## src/rtl/dht_pkg.sv

```systemverilog
// Shared types and constants for the double-hashing table core.
`timescale 1ns / 1ps
`default_nettype none

package dht_pkg;

   localparam int KeyW         = 31;
   localparam int ValueW       = 31;
   localparam int SlotW        = 10;
   localparam int StatusW      = 2;
   localparam int ReduceStages = 3;
   localparam int QueueDepth   = 2;

   localparam logic [1:0] OP_INSERT = 2'd0;
   localparam logic [1:0] OP_LOOKUP = 2'd1;
   localparam logic [1:0] OP_UPDATE = 2'd2;
   localparam logic [1:0] OP_NOP    = 2'd3;

   localparam logic [StatusW-1:0] STAT_OK     = 2'd0;
   localparam logic [StatusW-1:0] STAT_ABSENT = 2'd1;
   localparam logic [StatusW-1:0] STAT_FULL   = 2'd2;

   typedef struct packed {
      logic [1:0]        opcode;
      logic [KeyW-1:0]   key;
      logic [ValueW-1:0] value;
   } dht_req_type;

   typedef struct packed {
      logic [StatusW-1:0] status;
      logic [ValueW-1:0]  value_out;
      logic [SlotW-1:0]   slot;
   } dht_rsp_type;

   typedef struct packed {
      logic              valid;
      logic [KeyW-1:0]   key;
      logic [ValueW-1:0] value;
   } dht_entry_type;

   typedef enum logic [1:0] {
      ST_CLEAR,
      ST_IDLE,
      ST_PROBE,
      ST_DONE
   } dht_state_type;

endpackage

`default_nettype wire

```

## src/rtl/dht_mod_reduce.sv

```systemverilog
// Three-stage remainder by a constant divisor using a reciprocal multiply.
`timescale 1ns / 1ps
`default_nettype none

module dht_mod_reduce import dht_pkg::*; #(
   parameter int DIVISOR = 1009,
   localparam int RW = $clog2(DIVISOR)
) (
   input  logic            clock,
   input  logic            enable,
   input  logic [KeyW-1:0] dividend,
   output logic [RW-1:0]   remainder
);

   localparam int          Shift     = KeyW + $clog2(DIVISOR);
   localparam logic [63:0] RecipWide = (64'd1 << Shift) / 64'(DIVISOR);
   localparam logic [31:0] Recip     = RecipWide[31:0];
   localparam logic [15:0] Div       = 16'(DIVISOR);

   logic [62:0]     prod_ff, prod_in;
   logic [KeyW-1:0] num1_ff, num1_in;
   logic [KeyW-1:0] num2_ff, num2_in;
   logic [46:0]     qd_ff, qd_in;
   logic [RW-1:0]   rem_ff, rem_in;
   logic [KeyW-1:0] quot;
   logic [KeyW-1:0] diff;

   always_comb begin
      prod_in = 63'(dividend) * 63'(Recip);
      num1_in = dividend;
      quot    = KeyW'(prod_ff >> Shift);
      qd_in   = 47'(quot) * 47'(Div);
      num2_in = num1_ff;
      diff    = num2_ff - qd_ff[KeyW-1:0];
      // estimate is low by at most one
      if (diff >= KeyW'(DIVISOR)) begin
         rem_in = RW'(diff - KeyW'(DIVISOR));
      end else begin
         rem_in = RW'(diff);
      end
   end

   always_ff @(posedge clock) begin
      if (enable) begin
         prod_ff <= prod_in;
         num1_ff <= num1_in;
         qd_ff   <= qd_in;
         num2_ff <= num2_in;
         rem_ff  <= rem_in;
      end
   end

   assign remainder = rem_ff;

endmodule

`default_nettype wire

```

## src/rtl/dht_front.sv

```systemverilog
// Front end: accept requests and compute home slot and probe step.
`timescale 1ns / 1ps
`default_nettype none

module dht_front import dht_pkg::*; #(
   parameter int TABLE_SLOTS = 1009,
   parameter int STEP_PRIME  = 997,
   localparam int IW   = $clog2(TABLE_SLOTS),
   localparam int SW   = $clog2(STEP_PRIME),
   localparam int JobW = $bits(dht_req_type) + 2 * IW
) (
   input  logic            clock,
   input  logic            reset,
   input  logic            clearing,
   input  logic            req_valid,
   output logic            req_stall,
   input  dht_req_type     req_payload,
   input  logic            queue_full,
   output logic            job_push,
   output logic [JobW-1:0] job_data
);

   localparam int FrontStages = 2 * ReduceStages;
   localparam int LastStage   = FrontStages - 1;
   localparam int LastHome    = ReduceStages - 1;

   logic                   adv;
   logic                   accept;
   logic [FrontStages-1:0] vld_ff, vld_in;
   dht_req_type            req_pipe_ff [FrontStages];
   dht_req_type            req_pipe_in [FrontStages];
   logic [IW-1:0]          home_pipe_ff [ReduceStages];
   logic [IW-1:0]          home_pipe_in [ReduceStages];
   logic [IW-1:0]          home_rem;
   logic [SW-1:0]          step_rem;
   logic [IW-1:0]          step_red;
   logic [KeyW-1:0]        stride;

   assign adv       = !(vld_ff[LastStage] && queue_full);
   assign accept    = req_valid && !clearing && adv;
   assign req_stall = clearing || !adv;
   assign stride    = KeyW'(step_rem) + KeyW'(1);

   always_comb begin
      vld_in = {vld_ff[FrontStages-2:0], accept};
      req_pipe_in[0] = req_payload;
      for (int i = 1; i < FrontStages; i++) begin
         req_pipe_in[i] = req_pipe_ff[i-1];
      end
      home_pipe_in[0] = home_rem;
      for (int i = 1; i < ReduceStages; i++) begin
         home_pipe_in[i] = home_pipe_ff[i-1];
      end
   end

   always_ff @(posedge clock) begin
      if (reset) begin
         vld_ff <= '0;
      end else if (adv) begin
         vld_ff <= vld_in;
      end
   end

   always_ff @(posedge clock) begin
      if (adv) begin
         req_pipe_ff  <= req_pipe_in;
         home_pipe_ff <= home_pipe_in;
      end
   end

   dht_mod_reduce #(.DIVISOR(TABLE_SLOTS)) u_home (
      .clock     (clock),
      .enable    (adv),
      .dividend  (req_payload.key),
      .remainder (home_rem)
   );

   dht_mod_reduce #(.DIVISOR(STEP_PRIME)) u_step (
      .clock     (clock),
      .enable    (adv),
      .dividend  (req_payload.key),
      .remainder (step_rem)
   );

   dht_mod_reduce #(.DIVISOR(TABLE_SLOTS)) u_wrap (
      .clock     (clock),
      .enable    (adv),
      .dividend  (stride),
      .remainder (step_red)
   );

   assign job_push = vld_ff[LastStage] && !queue_full;
   assign job_data = {req_pipe_ff[LastStage], home_pipe_ff[LastHome], step_red};

endmodule

`default_nettype wire

```

## config.mk

```make
export PLATFORM = sky130hd
export DESIGN_NAME = dht_front
export DESIGN_NICKNAME = d
export VERILOG_FILES = /design/src/rtl/dht_pkg.sv /design/src/rtl/dht_mod_reduce.sv /design/src/rtl/dht_front.sv
export SDC_FILE = /design/constraint.sdc
export NUM_CORES = 2
export LEC_CHECK = 0
export ABC_CLOCK_PERIOD_IN_PS = 13700
export BUFFER_PORTS_ARGS = -buffer_cell sky130_fd_sc_hd__buf_2
export CORE_MARGIN = 2
export CORE_UTILIZATION = 41
export DETAILED_ROUTE_END_ITERATION = 10
export PLACE_DENSITY = 0.61
export SKIP_LAST_GASP = 1
export SLEW_MARGIN = 0
export SYNTH_ARGS = -nofsm -noshare
export SYNTH_HDL_FRONTEND = slang
export SYNTH_SLANG_ARGS = --single-unit
export TNS_END_PERCENT = 20
```

## constraint.sdc

```tcl
create_clock -name clock -period 13.7 [get_ports clock]
set_input_delay 0.685 -clock clock [delete_from_list [all_inputs] [get_ports clock]]
set_output_delay 0.685 -clock clock [all_outputs]
set_load 0.05 [all_outputs]
```

# Word-level counts from Yosys, hierarchy flattened
# Cells that the tools add are included.
word_totals:
  rom_bits: 0
  latchBits: 0
  n_memories: 0
  ram_bits: 0
  elab_cells: 60
  reg_bits: 788
classes:
  order_cmp: 3
  addsub: 7
  shift: 0
  div: 0
  n_reduce_logical: 8
  n_mul: 6
  mux: 3
  eq_ne: 0
  n_bitwise: 0
ops:
  columns: ["cell", "count"]
  rows:
  - ["$ge 31x10->1 const B", 3]
  - ["$mul 22x10->31 const B", 3]
  - ["$sub 31x31->31", 3]
  - ["$mul 31x31->62 const B", 1]
  - ["$mul 31x28->59 const B", 1]
  - ["$mul 11x31->42 const B", 1]
  - ["$mux 10", 3]
  - ["$sub 10x10->10 const B", 3]
  - ["$add 10x1->11 const B", 1]
  - ["$logic_and 1x1->1", 4]
  - ["$logic_not 1->1", 3]
  - ["$logic_or 1x1->1", 1]

# Logic depth before layout (Yosys ltp)
logic_depth:
  depth_word: 3
  depth_mapped: 26

# Cells and area by module
# From an unflattened synthesis, not the netlist that was laid out.
unflattened:
  hier_cells: 7388
  hier_area_um2: 85036.6
by_module_without_submodules:
  columns: ["module", "cells_per_inst", "area_per_inst_um2", "n_inst"]
  rows:
  - ["dht_mod_reduce at u_step", 2540, 26196.4, 1]
  - ["dht_mod_reduce at u_wrap", 2209, 23028.3, 1]
  - ["dht_mod_reduce at u_home", 2101, 22434.0, 1]
  - ["dht_front", 538, 13377.8, 1]

# Worst setup path before layout
# OpenSTA, ideal clock, no wires.
synth_timing:
  path_type: "input -> output"
  startpoint: "input port queue_full"
  endpoint: "output port req_stall"
  path_stages: 3
  setup_slack_ns: -4.126
  t_arrival_ns: 17.141
  required_time_ns: 13.015
  cell_sequence: "clkbuf_1 > nand2_1 > nand2b_1"
synth_between:
  elab_chain_cells: 2
synth_lines:
  columns: ["item", "line", "rtl"]
  rows:
  - ["start, declared", "dht_front.sv:18", "input logic queue_full,"]
  - ["$logic_and 1x1->1", "dht_front.sv:39", "assign adv = !(vld_ff[LastStage] && queue_full);"]
  - ["$logic_or 1x1->1", "dht_front.sv:41", "assign req_stall = clearing || !adv;"]
  - ["end, declared", "dht_front.sv:16", "output logic req_stall,"]
# Every way passes these cells.

# Worst setup path in the final report
layout_timing:
  startpoint: "input port req_payload[38] in the netlist's numbering"
  endpoint: "register u_step.prod_ff[52] (data pin)"
layout_between:
  elab_chain_cells: 1
layout_lines:
  columns: ["item", "line", "rtl"]
  rows:
  - ["start, declared", "dht_front.sv:17", "input dht_req_type req_payload,"]
  - ["$mul 31x28->59", "dht_mod_reduce.sv:29", "prod_in = 63'(dividend) * 63'(Recip);"]
  - ["named net u_step.prod_in[52]", "dht_mod_reduce.sv:20", "logic [62:0] prod_ff, prod_in;"]
  - ["end signal, assigned", "dht_mod_reduce.sv:45", "prod_ff <= prod_in;"]
  - ["end, declared", "dht_mod_reduce.sv:20", null]
# The timed path passes the listed nets, and every way through them passes these cells.
# A chain may end at the register's enable or synchronous reset.

==> qor.csv <==
stage,metric,value,unit
grt,overflow,0,
worst_setup_path,startpoint_type,input pin,
floorplan,die_w,393.7,µm
grt,antenna_found_initial,2,
grt,first_global_vias,39750,
worst_setup_path,path_max_fanout,16,
grt,gr-usage-all-layers,20.51,%
sta,drv_slew,0,
sta,setup_ws,5.535,ns
logic_synthesis,syn_area_per_cell,11.55,µm²
routing,vias,37710,
clocking,cts_tree,yes,
floorplan,pin_count,155,
clocking,postCtsSetupBuffers,0,
sta,fin_crit_sh,59.60,%
clocking,cts_resized,0,
routing,drt-met1-wl,72.38,mm
layout,drive_above_1_share,5.245,%
routing,ant_nets,0,
sta,max_freq,122.5,MHz
clocking,cts_buffers,68,
sta,finalSetupTns,0,ns
worst_setup_path,worstRegToRegCells,23,
routing,met3_length,7.927,mm
layout,fin_util,44.45,%
logic_synthesis,synth_common_cells,"1459 x inv_1, 986 x ha_1, 871 x fa_1, 583 x edfxtp_1, 199 x a21oi_1",
logic_synthesis,syn_inst,5390,
hold_path,hp-start,req_payload[20],
worst_setup_path,worstPathRequired,14.07,ns
routing,first_pass_iters,5,
logic_synthesis,async_flop_share,0,%
worst_setup_path,worstReg2RegStart,u_step.remainder[0],
sta,max_slew_margin,29.27,%
routing,drc_errors,0,
routing,drt_wl_total,155.8,mm
run_status,status,"complete, no violations",
placed_design,dpl.hpwl,129.5,mm
logic_synthesis,synth-seq-cells,589,
sta,finalCriticalPeriod,8.165,ns
sta,rsz0062_at_grt,no,
logic_synthesis,ys.flop_type,edfxtp_1,
logic_synthesis,synth_cell_type_count,74,
hold_path,min_to,req_pipe_ff[340],
hold_path,hp-class,in2reg,
logic_synthesis,yosysSeqAreaShare,28.31,%
job,maxCapViolCount,0,
logic_synthesis,ys_warn_count,0,
sta,tightest_slew,1.061,ns
sta,skew,0.02497,ns
floorplan,start_util,41.14,%
floorplan,coreArea,151400,µm²
clocking,clkTransAtPathRegs,0.06,ns
layout,n_fill_cell,14250,
floorplan,placementRows,143,
worst_setup_path,max_stage_delay,0.64,ns
clocking,clock_latency,0.63,ns
placed_design,post-place-ws,4.839,ns
floorplan,die_h,393.7,µm
placed_design,place_congestion,0.9296,
routing,routed-wl-met2,71.47,mm
grt,grt_max_degree,159,
clocking,clockBufferDepth,3,
routing,routedWlPerCell,20.45,µm
logic_synthesis,ys_top_cells_by_area,"edfxtp_1 28%, fa_1 28%, ha_1 20%, inv_1 8.8%, xnor2_1 2.0%",
routing,dr.first_iter.drc_count,2551,
worst_setup_path,path_class,in2reg,
logic_synthesis,synth_area,62270,µm²
logic_synthesis,synth_area_leader_cell,edfxtp_1,
routing,via_per_inst,4.949,
logic_synthesis,syn_nets,7316,
clocking,cts-root-buf,clkbuf_16,
floorplan,die_area,155000,µm²
grt,grt_first_pass_wirelength,240.3,mm
layout,syn_to_final_growth,8.061,%
sta,setup_viol,0,
worst_setup_path,critPathArrivalTime,8.54,ns
clocking,htree_levels,3,
logic_synthesis,synth_enable_flop_cells,583,
logic_synthesis,yosysMostFrequentCell,inv_1,
logic_synthesis,yosysTopAreaCellShare,28.11,%
layout,nNetsFinal,7460,
worst_setup_path,timing.rr.end,u_wrap.prod_ff[41],
sta,hold_violations,0,
clocking,cts_hold_buf,0,
worst_setup_path,cp-end-kind,flop,
worst_setup_path,slowest_stage,fa_1,
worst_setup_path,cp_common_cell,fa_1,
routing,top_layer,met4,
clocking,cts.sinks,589,
worst_setup_path,ff2ff_setup_slack,6.75,ns
placed_design,port_buffers,154,
hold_path,hold_path_depth,1,
cell usage in the layout (no fill, tap or decap), types with 7 or more instances in the layout:
| master | synthesis | routed |
|---|---|---|
| inv_1 | 1459 | 1459 |
| ha_1 | 986 | 986 |
| fa_1 | 871 | 871 |
| edfxtp_1 | 583 | 583 |
| a21oi_1 | 199 | 199 |
| buf_2 | 0 | 154 |
| xnor2_1 | 139 | 139 |
| nor2_1 | 127 | 127 |
| nand2_1 | 118 | 117 |
| o21ai_0 | 110 | 110 |
| a21o_1 | 101 | 101 |
| xor2_1 | 86 | 86 |
| clkbuf_16 | 0 | 68 |
| nand3_1 | 57 | 57 |
| nor3_1 | 40 | 40 |
| nand2b_1 | 33 | 33 |
| nand4_1 | 32 | 32 |
| o21a_1 | 31 | 31 |
| and3_1 | 26 | 26 |
| o21bai_1 | 23 | 23 |
| a31oi_1 | 23 | 23 |
| nor2b_1 | 21 | 21 |
| buf_4 | 74 | 19 |
| or3_1 | 16 | 16 |
| clkbuf_1 | 24 | 16 |
| o211ai_1 | 15 | 15 |
| and2_1 | 15 | 15 |
| a211oi_1 | 13 | 13 |
| mux2i_1 | 12 | 12 |
| nor4_1 | 9 | 9 |
| a2111oi_0 | 9 | 9 |
| o31a_1 | 9 | 9 |
| clkinv_2 | 0 | 9 |
| clkinv_1 | 0 | 9 |
| nor3b_1 | 7 | 7 |
| nand4b_1 | 7 | 7 |
registers in the layout, indices dropped and copies added, names as in the netlist, 7 cells and up:
signal,count
u_step.prod_ff,22
u_wrap.remainder,10
u_step.qd_ff,31
req_pipe_ff,258
u_wrap.qd_ff,9
u_wrap.num2_ff,11
u_step.num2_ff,31
home_pipe_ff,20
u_home.qd_ff,31
u_step.num1_ff,31
u_home.remainder,10
u_home.prod_ff,22
u_wrap.prod_ff,7
job_data,74
u_step.remainder,10
worst max path at each step:
| stage | slack (ns) | from | cells past startpoint | endpoint |
|---|---|---|---|---|
| global route | 5.08 | req_payload[38] | 26 | u_step.prod_ff[52] |
| floorplan | 2.76 | queue_full | 3 | req_stall |
| finish | 5.53 | req_payload[38] | 26 | u_step.prod_ff[52] |
| global placement | 5.01 | req_payload[58] | 26 | u_step.prod_ff[52] |
| detailed placement | 4.84 | req_payload[58] | 26 | u_step.prod_ff[52] |
| CTS | 5.50 | req_payload[58] | 26 | u_step.prod_ff[52] |
stage by stage:
| stage | hold WS (ns) | area (µm²) | std cells |
|---|---|---|---|
| floorplan | 0.4003 | 62270 | 5390 |
| global placement | 0.4006 | 65110 | 7494 |
| detailed placement | 0.4045 | 65110 | 7494 |
| CTS | 0.1819 | 67280 | 7616 |
| global route | 0.1941 | 67280 | 7616 |
| finish | 0.2305 | 67290 | 7618 |
routing by layer:
metal	GRT usage (%)	vias up
met4	5.070	0
met5	0	-
met2	33.06	936
li1	-	17720
met1	29.16	18830
met3	2.943	217
cells by family after synthesis:
group	share of synthesized area (%)
xor gates and xnor gates	3.165
adders and majority gates	47.81
DFF	28.31
buffers and inverters	9.844
and+or+nand+nor	4.322
muxes	0.1929
AOI/OAI and AO/OA	6.356
layout make-up:
type                    count  area (µm²)  area share [%]
repair buffers            174       933.4           1.387
clock buffers              84        1762           2.618
inverters                1459        5477           8.139
diodes                      2       5.005        0.007438
multi-input cells        3242       38530           57.26
clock inverters            38       416.7          0.6192
flip-flops and latches    589       17630           26.20
well taps                2030        2540           3.775
worst max-delay path: cells and delay by family:
kind	cells	cell delay (ns)
buffers and inverters	7	1.18
adder cells (fa/ha/maj)	8	4.11
AO/OA/AOI/OAI	6	2.00
XOR/XNOR	1	0.11
AND/OR/NAND/NOR	4	0.46
Power is not shown: default switching activity piles up to over one toggle a cycle in this logic, so the estimate is an artifact.
