<file path="src/rtl/dht_pkg.sv">
// Shared types and constants for the double-hashing table core.
`timescale 1ns / 1ps
`default_nettype none

package dht_pkg;

   localparam int KeyW         = 31;
   localparam int ValueW       = 31;
   localparam int SlotW        = 10;
   localparam int StatusW      = 2;
   localparam int ReduceStages = 3;
   localparam int QueueDepth   = 2;

   localparam logic [1:0] OP_INSERT = 2'd0;
   localparam logic [1:0] OP_LOOKUP = 2'd1;
   localparam logic [1:0] OP_UPDATE = 2'd2;
   localparam logic [1:0] OP_NOP    = 2'd3;

   localparam logic [StatusW-1:0] STAT_OK     = 2'd0;
   localparam logic [StatusW-1:0] STAT_ABSENT = 2'd1;
   localparam logic [StatusW-1:0] STAT_FULL   = 2'd2;

   typedef struct packed {
      logic [1:0]        opcode;
      logic [KeyW-1:0]   key;
      logic [ValueW-1:0] value;
   } dht_req_type;

   typedef struct packed {
      logic [StatusW-1:0] status;
      logic [ValueW-1:0]  value_out;
      logic [SlotW-1:0]   slot;
   } dht_rsp_type;

   typedef struct packed {
      logic              valid;
      logic [KeyW-1:0]   key;
      logic [ValueW-1:0] value;
   } dht_entry_type;

   typedef enum logic [1:0] {
      ST_CLEAR,
      ST_IDLE,
      ST_PROBE,
      ST_DONE
   } dht_state_type;

endpackage

`default_nettype wire

</file>
<file path="src/rtl/dht_queue.sv">
// Two-entry job queue between front end and table engine.
`timescale 1ns / 1ps
`default_nettype none

module dht_queue import dht_pkg::*; #(
   parameter int WIDTH = 84
) (
   input  logic             clock,
   input  logic             reset,
   input  logic             push,
   input  logic [WIDTH-1:0] push_data,
   input  logic             pop,
   output logic             full,
   output logic             pop_valid,
   output logic [WIDTH-1:0] pop_data
);

   localparam int            PW         = $clog2(QueueDepth);
   localparam int            CW         = $clog2(QueueDepth + 1);
   localparam logic [PW-1:0] LastPtr    = PW'(QueueDepth - 1);
   localparam logic [CW-1:0] DepthCount = CW'(QueueDepth);

   logic [WIDTH-1:0] entry_ff [QueueDepth];
   logic [PW-1:0]    wr_ptr_ff, wr_ptr_in;
   logic [PW-1:0]    rd_ptr_ff, rd_ptr_in;
   logic [CW-1:0]    count_ff, count_in;

   always_comb begin
      wr_ptr_in = wr_ptr_ff;
      rd_ptr_in = rd_ptr_ff;
      count_in  = count_ff;
      if (push) begin
         wr_ptr_in = (wr_ptr_ff == LastPtr) ? '0 : wr_ptr_ff + PW'(1);
      end
      if (pop) begin
         rd_ptr_in = (rd_ptr_ff == LastPtr) ? '0 : rd_ptr_ff + PW'(1);
      end
      if (push && !pop) begin
         count_in = count_ff + CW'(1);
      end else if (pop && !push) begin
         count_in = count_ff - CW'(1);
      end
   end

   always_ff @(posedge clock) begin
      if (reset) begin
         wr_ptr_ff <= '0;
         rd_ptr_ff <= '0;
         count_ff  <= '0;
      end else begin
         wr_ptr_ff <= wr_ptr_in;
         rd_ptr_ff <= rd_ptr_in;
         count_ff  <= count_in;
      end
   end

   always_ff @(posedge clock) begin
      if (push) begin
         entry_ff[wr_ptr_ff] <= push_data;
      end
   end

   assign full      = (count_ff == DepthCount);
   assign pop_valid = (count_ff != '0);
   assign pop_data  = entry_ff[rd_ptr_ff];

   assert property (@(posedge clock) disable iff (reset) pop |-> (count_ff != '0))
      else $error("queue pop while empty");

   assert property (@(posedge clock) disable iff (reset) push |-> (count_ff != DepthCount))
      else $error("queue push while full");

endmodule

`default_nettype wire

</file>
<file path="config.mk">
export PLATFORM = sky130hd
export DESIGN_NAME = dht_queue
export DESIGN_NICKNAME = d
export VERILOG_FILES = /design/src/rtl/dht_pkg.sv /design/src/rtl/dht_queue.sv
export SDC_FILE = /design/constraint.sdc
export NUM_CORES = 1
export LEC_CHECK = 0
export BUFFER_PORTS_ARGS = -buffer_cell sky130_fd_sc_hd__buf_2
export CORE_MARGIN = 10
export CORE_UTILIZATION = 40
export CTS_BUF_LIST = sky130_fd_sc_hd__clkbuf_8
export CTS_CLUSTER_SIZE = 14
export DETAILED_ROUTE_END_ITERATION = 7
export SYNTH_ARGS = -nofsm -noshare
export SYNTH_HDL_FRONTEND = slang
export SYNTH_SLANG_ARGS = --single-unit
</file>
<file path="constraint.sdc">
create_clock -name clock -period 12.36 [get_ports clock]
set_input_delay 2.472 -clock clock [delete_from_list [all_inputs] [get_ports clock]]
set_output_delay 2.472 -clock clock [all_outputs]
set_load 0.02 [all_outputs]
</file>
-- Word-level counts from Yosys, hierarchy flattened
Memory sizes are Yosys's and may differ from the RTL's. A register that Yosys moved wholly into a read port is not among the register bits.
Cells that the tools add are included.
- register bits: 4
- bits in writable memories: 168
- bits of input ports: 88
- output and inout bits: 86
- word-level logic and storage cells: 23
- memories kept: 1
- memory list (memory ; words ; bits a word ; read ports ; clocked after memory_dff ; write ports ; line ; source):
    entry_ff ; 2 ; 84 ; 1 ; 1 ; 1 ; dht_queue.sv:23 ; logic [WIDTH-1:0] entry_ff [QueueDepth];
- $add $sub $neg: 4
- equality and inequality tests: 1
- muxes and demuxes: 8
- reductions and logical operators: 6
- operator list (kind ; number):
    $mux 1 ; 6
    $mux 2 ; 2
    $reduce_bool 2->1 ; 2
    $add 1x1->1 const B ; 2
    $add 2x1->2 const B ; 1
    $eq 2x2->1 const B ; 1
    $logic_and 1x1->1 ; 2
    $logic_not 1->1 ; 2
    $sub 2x1->2 const B ; 1

-- Depth between registers and ports, before layout
Gate-level depths: netlist of run 1.
- depth in word-level cells: 4
- mapped depth: 5
- mapped depth without buffers: 5

-- Worst setup path before layout of run 1
OpenSTA, ideal clock, no wires.
- path kind: input to register
- start point: input push
- end point: memory entry_ff[0][0], enable pin
- setup time: 0.537 ns
- arrival time: 6.141 ns
- required time: 11.823 ns
- slack: 5.682 ns
- stages: 1
- path buffers: 0
- cells stage by stage: nor2b_1
- longest elaborated chain between the ends: 2
- ends and longest elaborated chain (what ; line ; source):
    start: declaration ; dht_queue.sv:10 ; input logic push,
    $mux 1 ; dht_queue.sv:58 ; if (push) begin
    $mux 1 (not written as such) ; dht_queue.sv:59 ; entry_ff[wr_ptr_ff] <= push_data;
    end: declaration ; dht_queue.sv:23 ;
No other way between the ends.

==> results_dict.tcl, run 1 <==
set metrics [dict create \
    status "completed" \
    synthCells 283 \
    antenna_found_initial 1 \
    ant_nets 0 \
    die_w_um 148 \
    grt_pass1_vias 3601 \
    period_share_pct 40.9 \
    start_util_pct 40.8 \
    numCtsBuffers 17 \
    drive_above_1_share_pct 61.4 \
    post-place-cells 666 \
    io_buffers 173 \
    tns_ns 0 \
    clk_path_buf_depth 2 \
    rows 46 \
    grt_pass1_wl_um 19900 \
    max_freq_ghz 0.198 \
    powerDensity_nw_per_um2 159 \
    setup_viol 0 \
    postCtsSetupBuffers 0 \
    drc 0 \
    routed_wl_um 13000 \
    rsz0062_at_grt "no" \
    cp.arrival_ns 2.58 \
    avgSynthCellArea_sq_um 23.0 \
    n_antenna_cell 0 \
    vias 3187 \
    place_area_sq_um 7600 \
    final_hold_viol_count 0 \
    ir_drop_uv 90.8 \
    fin_nets 558 \
    viasPerCell 4.57 \
    final_area_sq_um 8000 \
    synth.most_common_cell "edfxtp_1" \
    startpoint_type "flip-flop" \
    drt_iter0_markers 140 \
    instances_no_fill 698 \
    die-area_sq_um 21800 \
    io_pins 174 \
    r2r_cells 2 \
    coreArea_sq_um 15900 \
    slew_violations 0 \
    grtUsageTotal_pct 11.9 \
    worst_pin_slew_ns 1.07 \
    required_ns 9.89 \
    ys_top_cells_by_area "edfxtp_1 (77%), mux2_4 (14%), mux2_2 (4.2%)" \
    p_leak_nw 3.12 \
    cp_max_fo 56 \
    synth-edff-count 168 \
    synthFlopType "edfxtp_1" \
    holdPathStages 2 \
    grt_max_degree 57 \
    cts_tree "built" \
    syn_area_sq_um 6510 \
    place.gp.congestion 0.692 \
    async_reset_ff_share_pct 0 \
    synth_common_cells "edfxtp_1 (168), mux2_4 (60), mux2_2 (24)" \
    fp.dieH_um 148 \
    drv_cap 0 \
    ys_seq_elements 173 \
    synth_top_area_share_pct 77.5 \
    clkTransAtPathRegs_ns 0.09 \
    htreeDepth 4 \
    yosysSeqAreaShare_pct 79.0 \
    post-route-util_pct 50.2 \
    dpl.hpwl_um 9080 \
    synth_cell_types 19 \
    critPathCaptureType "output pin" \
    clock_latency_ns 0.44 \
    cts-root-buf "clkbuf_8" \
    area_growth_pct 22.9 \
    synth_nets 372 \
    crit_type "flip-flop to output pin" \
    ys_warn_count 0 \
    finalClockSkew_ns 0.00670 \
    postCtsHoldBufs 0 \
    slew_headroom_pct 28.4 \
    fin_crit_ns 5.05 \
    hold_path.class "flip-flop to flip-flop" \
    post_drt_wl_per_cell_um 18.7 \
    drt_pre_antenna_iters 4 \
    synth_area_leader_cell "edfxtp_1" \
    clock_sinks 173 \
    grt-ovfl-total 0 \
    cts_resized 0 \
]
cells by family (layout without fill, tap and decap cells):
kind of cell    count (synthesis)  count (layout)  synth area share (%)
buf+inv                        10             209                  1.36
mux                            84              84                  18.0
flops                         173             173                  79.0
compound gates                  2               2                 0.154
fa+ha+maj                       1               1                 0.192
xor+xnor                        4               4                 0.538
simple gates                    9               9                 0.750
path summary, 6_finish.rpt:
check,startpoint,to,slack (ns)
worst min register to register,count_ff[1],count_ff[1],0.51
worst max-delay path,flip-flop,pop_data[66],7.31
worst min-delay path,count_ff[1],count_ff[1],0.51
worst max register to register,wr_ptr_ff,entry_ff[0][33],10.06
stage by stage:
stage          hold slack [ns]  total power, mW  setup WS, ns
6_report                 0.511             1.27          7.31
5_1_grt                  0.568             1.33          7.12
4_1_cts                  0.517             1.29          7.21
3_5_place_dp             0.498            0.894          7.68
3_3_place_gp             0.470            0.890          7.72
2_1_floorplan            0.456            0.831          5.68
cells in the final DEF (no fill, tap or decap):
cell and count:
buf_2 173, edfxtp_1 168, mux2_4 60, mux2_2 24, clkbuf_8 17, clkinv_2 5
nor2_1 4, dfxtp_1 4, bufinv_16 3, inv_6 3, buf_4 3, xor2_1 2
xnor2_1 2, clkinvlp_4 2, and2b_2 1, or2_2 1, and2_4 1, inv_1 1
nor2b_4 1, o21ai_0 1, or3_1 1, a21oi_1 1, ha_1 1, dfxtp_4 1
clkinv_4 1, clkinv_1 1
state kept, by name, summed over array words and instances (netlist names), named ones only:
| signal | flops |
|---|---|
| count_ff | 2 |
| entry_ff | 168 |
| rd_ptr_ff | 1 |
| wr_ptr_ff | 1 |
worst max-delay path, stage by stage (launching register included):
cell,delay (ns)
dfxtp_4,0.67
buf_4,0.87
mux2_2,0.41
buf_2,0.16
report_power, final:
group / switching, mW / total (mW) / internal, mW
clock network: 0.196 / 0.396 / 0.199
registers: 0.0131 / 0.697 / 0.683
logic: 0.100 / 0.179 / 0.0784
total: 0.310 / 1.27 / 0.961
per-layer routing:
layer	vias up	global-route usage, %	wire [um]
li1	1484	-	-
met1	1557	13.6	5340
met2	126	18.9	6190
met3	18	5.92	1300
met4	2	4.21	186
met5	-	0	20
layout make-up:
type                       count  area, sq um
fill                        1355         7940
sequential                   173         5150
multi-input combinational    100         1290
timing repair buffer         176          888
tap                          216          270
clock buffer                  17          234
clock inverter                15          169
inverter                       1         3.75
Power figures use the tool's default switching activity.
==> inputs of run 2 (changes only) <==
- ABC_AREA: default -> 1
- PLACE_DENSITY: default -> 0.66
- clock period: 12.36 -> 4.6 ns (I/O delays scaled with it)
==> results_dict.tcl, run 2 <==
set metrics [dict create \
    vias 3236 \
    drt_pre_antenna_iters 4 \
    grtUsageTotal_pct 11.6 \
    grt_pass1_wl_um 19600 \
    avgSynthCellArea_sq_um 22.2 \
    routed_wl_um 12500 \
    dpl.hpwl_um 8800 \
    max_freq_ghz 0.308 \
    ir_drop_uv 253 \
    drc 0 \
    async_reset_ff_share_pct 0 \
    rows 46 \
    clkTransAtPathRegs_ns 0.09 \
    clk_path_buf_depth 2 \
    coreArea_sq_um 15900 \
    drv_cap 0 \
    worst_pin_slew_ns 1.01 \
    clock_latency_ns 0.43 \
    synthFlopType "edfxtp_1" \
    period_share_pct 70.6 \
    rsz0062_at_grt "no" \
    antenna_found_initial 3 \
    startpoint_type "flip-flop" \
    cts-root-buf "clkbuf_8" \
    grt_max_degree 61 \
    status "completed" \
    p_leak_nw 3.15 \
    synth_area_leader_cell "edfxtp_1" \
    place_area_sq_um 7650 \
    synth_nets 383 \
    regMostFlops "entry_ff" \
    r2r_cells 3 \
    die-area_sq_um 21800 \
    drive_above_1_share_pct 58.7 \
    largest_reg_flops 168 \
    largestRegisters "entry_ff: 168 flops, count_ff: 2 flops" \
    clock_sinks 173 \
    finalClockSkew_ns 0.0121 \
    grt-ovfl-total 0 \
    area_growth_pct 22.8 \
    synth-edff-count 168 \
    hold_path.class "flip-flop to flip-flop" \
    fp.dieH_um 148 \
    grt_pass1_vias 3632 \
    cts_resized 0 \
    ys_seq_elements 173 \
    fin_crit_ns 3.25 \
    viasPerCell 4.55 \
    critPathCaptureType "output pin" \
    synth_cell_types 16 \
    io_buffers 173 \
    die_w_um 148 \
    cp_max_fo 56 \
    required_ns 3.68 \
    fillers 1357 \
    fin_nets 570 \
    postCtsSetupBuffers 0 \
    drt_iter0_markers 154 \
    cts_tree "built" \
    r2r_end "entry_ff[1][22]" \
    cp-endpoint "pop_data[81]" \
    synthCells 294 \
    yosysSeqAreaShare_pct 78.8 \
    numCtsBuffers 17 \
    post_drt_wl_per_cell_um 17.6 \
    tns_ns 0 \
    setup_viol 0 \
    crit_type "flip-flop to output pin" \
    place.gp.congestion 0.697 \
    cp.arrival_ns 2.33 \
    postCtsHoldBufs 0 \
    final_hold_viol_count 0 \
    powerDensity_nw_per_um2 409 \
    final_area_sq_um 8020 \
    synth.most_common_cell "edfxtp_1" \
    io_pins 174 \
    final_cell_mix "buf_2 (173), edfxtp_1 (168), mux2_4 (60), mux2_2 (24), clkbuf_8 (17)" \
    synth_common_cells "edfxtp_1 (168), mux2_4 (60), mux2_2 (24)" \
    slew_headroom_pct 32.4 \
    syn_area_sq_um 6530 \
    r2r-start "wr_ptr_ff" \
    synth_top_area_share_pct 77.2 \
    slew_violations 0 \
    ant_nets 0 \
    htreeDepth 4 \
    reg2reg_slack_ns 2.86 \
    start_util_pct 41.0 \
    ys_top_cells_by_area "edfxtp_1 (77%), mux2_4 (14%), mux2_2 (4.1%)" \
    final_common_cell "buf_2" \
    ys_warn_count 0 \
]
[run 2: cell count changes in the layout (fill, tap and decap cells not counted), moves of 2 or more]
cell	delta
clkinv_2	-3
xor2_1	-2
buf_12	+2
inv_1	+12
nand2_1	+6
inv_6	-3
clkinv_4	+2
[run 2: worst max-delay path, cell delays in order, from the launching register on]
cell and delay (ns):
dfxtp_4 1.01, buf_12 0.32, mux2_2 0.37, buf_2 0.16
[run 2: how the worst min path moves through the flow]
| stage | from | end | slack [ns] | cells after the start |
|---|---|---|---|---|
| floorplan | rd_ptr_ff | flip-flop | 0.48 | 2 |
| global placement | rd_ptr_ff | rd_ptr_ff | 0.50 | 2 |
| detailed placement | rd_ptr_ff | rd_ptr_ff | 0.50 | 2 |
| CTS | rd_ptr_ff | rd_ptr_ff | 0.53 | 2 |
| global route | count_ff[0] | count_ff[0] | 0.59 | 2 |
| finish | rd_ptr_ff | rd_ptr_ff | 0.52 | 2 |
[run 2: layout make-up]
type / instances / area (sq um) / share of cell area, %
antenna: 1 / 2.50 / 0.0312
clock inverter: 15 / 136 / 1.70
clock buffer: 17 / 234 / 2.92
inverter: 9 / 35.0 / 0.437
sequential: 173 / 5150 / 64.2
tap: 216 / 270 / 3.37
multi-input combinational: 103 / 1270 / 15.9
timing repair buffer: 177 / 921 / 11.5
[run 2: stage by stage]
stage | setup WS, ns | hold slack [ns] | total power [mW] | cells | util (%)
after floorplan | 1.05 | 0.480 | 2.19 | 294 | -
after global placement | 1.79 | 0.497 | 2.34 | 678 | 48.0
after detailed placement | 1.78 | 0.502 | 2.35 | 678 | 48.0
after CTS | 1.29 | 0.531 | 3.33 | 710 | 50.3
after global routing | 1.21 | 0.587 | 3.43 | 711 | 50.3
final | 1.35 | 0.522 | 3.28 | 711 | 50.3
[run 2: cell families (layout without fill, tap and decap cells)]
logic type | count (synthesis) | in the layout | synth area share [%]
and+or+nand+nor | 15 | 15 | 0.939
other | 0 | 1 | 0
AOI/OAI and AO/OA | 2 | 2 | 0.153
muxes | 84 | 84 | 17.9
buffers and inverters | 18 | 218 | 1.88
DFF | 173 | 173 | 78.8
adders and majority gates | 1 | 1 | 0.192
xor gates and xnor gates | 1 | 1 | 0.134
[run 2: where the power goes]
group	leakage (nW)	internal [mW]	switching, mW
clock network	0.195	0.472	0.509
logic	1.34	0.201	0.234
registers	1.62	1.82	0.0446
total	3.15	2.49	0.788
[run 2: layer usage]
metal	share of wire (%)	routed length (um)	track usage, %
met1	41	5200	13.0
met2	49	6130	19.1
met3	8.4	1060	5.34
met4	1.2	152	3.91
met5	0	0	0
==> inputs of run 3 (changes only) <==
- ABC_AREA: 1 -> 0
- clock period: 4.6 -> 2.82 ns (I/O delays scaled with it)
==> results_dict.tcl, run 3 (same netlist as run 1, synthesis figures left out) <==
set metrics [dict create \
    status "completed" \
    postCtsHoldBufs 0 \
    finalClockSkew_ns 0.00819 \
    clk_path_buf_depth 2 \
    cts-root-buf "clkbuf_8" \
    hold_path.class "primary input to flip-flop" \
    worst_pin_slew_ns 0.508 \
    final_common_cell "buf_2" \
    drc 0 \
    grt.met1_usage_pct 13.8 \
    grtUsageTotal_pct 11.6 \
    clkTransAtPathRegs_ns 0.09 \
    largest_reg_flops 168 \
    drt_pre_antenna_iters 4 \
    use_met2_pct 18.1 \
    routed_wl_um 12700 \
    powerDensity_nw_per_um2 696 \
    final_area_sq_um 8090 \
    drive_above_1_share_pct 61.9 \
    ant_nets 0 \
    postCtsSetupBuffers 0 \
    cts_tree "built" \
    post-route-util_pct 50.8 \
    rows 46 \
    io_buffers 173 \
    ir_drop_uv 370 \
    final_cell_mix "buf_2 (173), edfxtp_1 (168), mux2_4 (60), mux2_2 (24), clkbuf_8 (17)" \
    die_w_um 148 \
    p_leak_nw 3.16 \
    cp_max_fo 31 \
    slew_headroom_pct 66.2 \
    slew_violations 0 \
    rsz0062_at_grt "no" \
    tns_ns 0 \
    multi_input_comb_area_sq_um 1290 \
    grt_pass1_vias 3460 \
    fin_nets 561 \
    n_antenna_cell 0 \
    fin_crit_ns 2.57 \
    start_util_pct 40.8 \
    coreArea_sq_um 15900 \
    fillers 1357 \
    r2r_cells 2 \
    grt_max_degree 56 \
    final_hold_viol_count 0 \
    cp.arrival_ns 2.00 \
    critPathCaptureType "output pin" \
    cts_resized 0 \
    largestRegisters "entry_ff: 168 flops, count_ff: 2 flops" \
    htreeDepth 4 \
    place.gp.congestion 0.722 \
    regMostFlops "entry_ff" \
    setup_viol 0 \
    required_ns 2.26 \
    antenna_found_initial 2 \
    drt_iter0_markers 137 \
    numCtsBuffers 17 \
    place_area_sq_um 7670 \
    grt_pass1_wl_um 19200 \
    drv_cap 0 \
    clock_sinks 173 \
    final-seq-area_sq_um 5150 \
    max_freq_ghz 0.390 \
    crit_type "flip-flop to output pin" \
    post_drt_wl_per_cell_um 18.1 \
    vias 3221 \
    viasPerCell 4.59 \
    die-area_sq_um 21800 \
    dpl.hpwl_um 8980 \
    grt-ovfl-total 0 \
    startpoint_type "flip-flop" \
    grt_busiest_layer "met2" \
    area_growth_pct 24.3 \
    use_met3_pct 5.53 \
    period_share_pct 91.0 \
    holdPathStages 1 \
    power_mw 5.63 \
    clock_latency_ns 0.45 \
    fp.dieH_um 148 \
    io_pins 174 \
]
-- run 3: cell types whose count changed in the layout (fill, tap and decap cells not counted), moves of 2 or more --
cell,previous run,this run
xor2_1,0,2
inv_6,0,3
inv_1,13,1
inv_8,0,2
buf_12,2,4
nand2_1,6,0
clkinvlp_4,3,1
-- run 3: report_power, final --
part	internal, mW	switching, mW
clock	0.895	0.899
combinational	0.357	0.432
sequential	2.99	0.0593
total	4.24	1.39
-- run 3: area by class of cell --
cell class | instances | area share [%]
sequential | 173 | 63.6
multi-input combinational | 100 | 15.9
clock inverter | 15 | 2.32
inverter | 1 | 0.0464
clock buffer | 17 | 2.89
timing repair buffer | 179 | 11.9
tap | 216 | 3.34
-- run 3: path summary, 6_finish.rpt --
path                      from         endpoint  slack [ns]
hold / removal    push_data[2]   entry_ff[0][2]        0.30
setup reg to reg     wr_ptr_ff  entry_ff[1][50]        1.22
hold reg to reg    count_ff[1]      count_ff[1]        0.51
setup / recovery     flip-flop     pop_data[66]        0.25
-- run 3: metal layers --
metal  share of wire (%)  routed length (um)
met2                  48                6130
met3                 8.9                1130
met1                  42                5290
met5                0.21                  27
met4                 1.0                 132
-- run 3: stage by stage --
step	worst slack (ns)	std cells	hold slack, ns
floorplan	0.555	283	0.456
global placement	0.748	669	0.474
detailed placement	0.719	669	0.510
CTS	0.197	701	0.252
global route	0.117	701	0.248
finish	0.255	701	0.299
-- run 3: worst max-delay path: stages, from the launching register on --
cell and delay (ns):
dfxtp_4 0.69, buf_12 0.29, mux2_2 0.38, buf_2 0.16
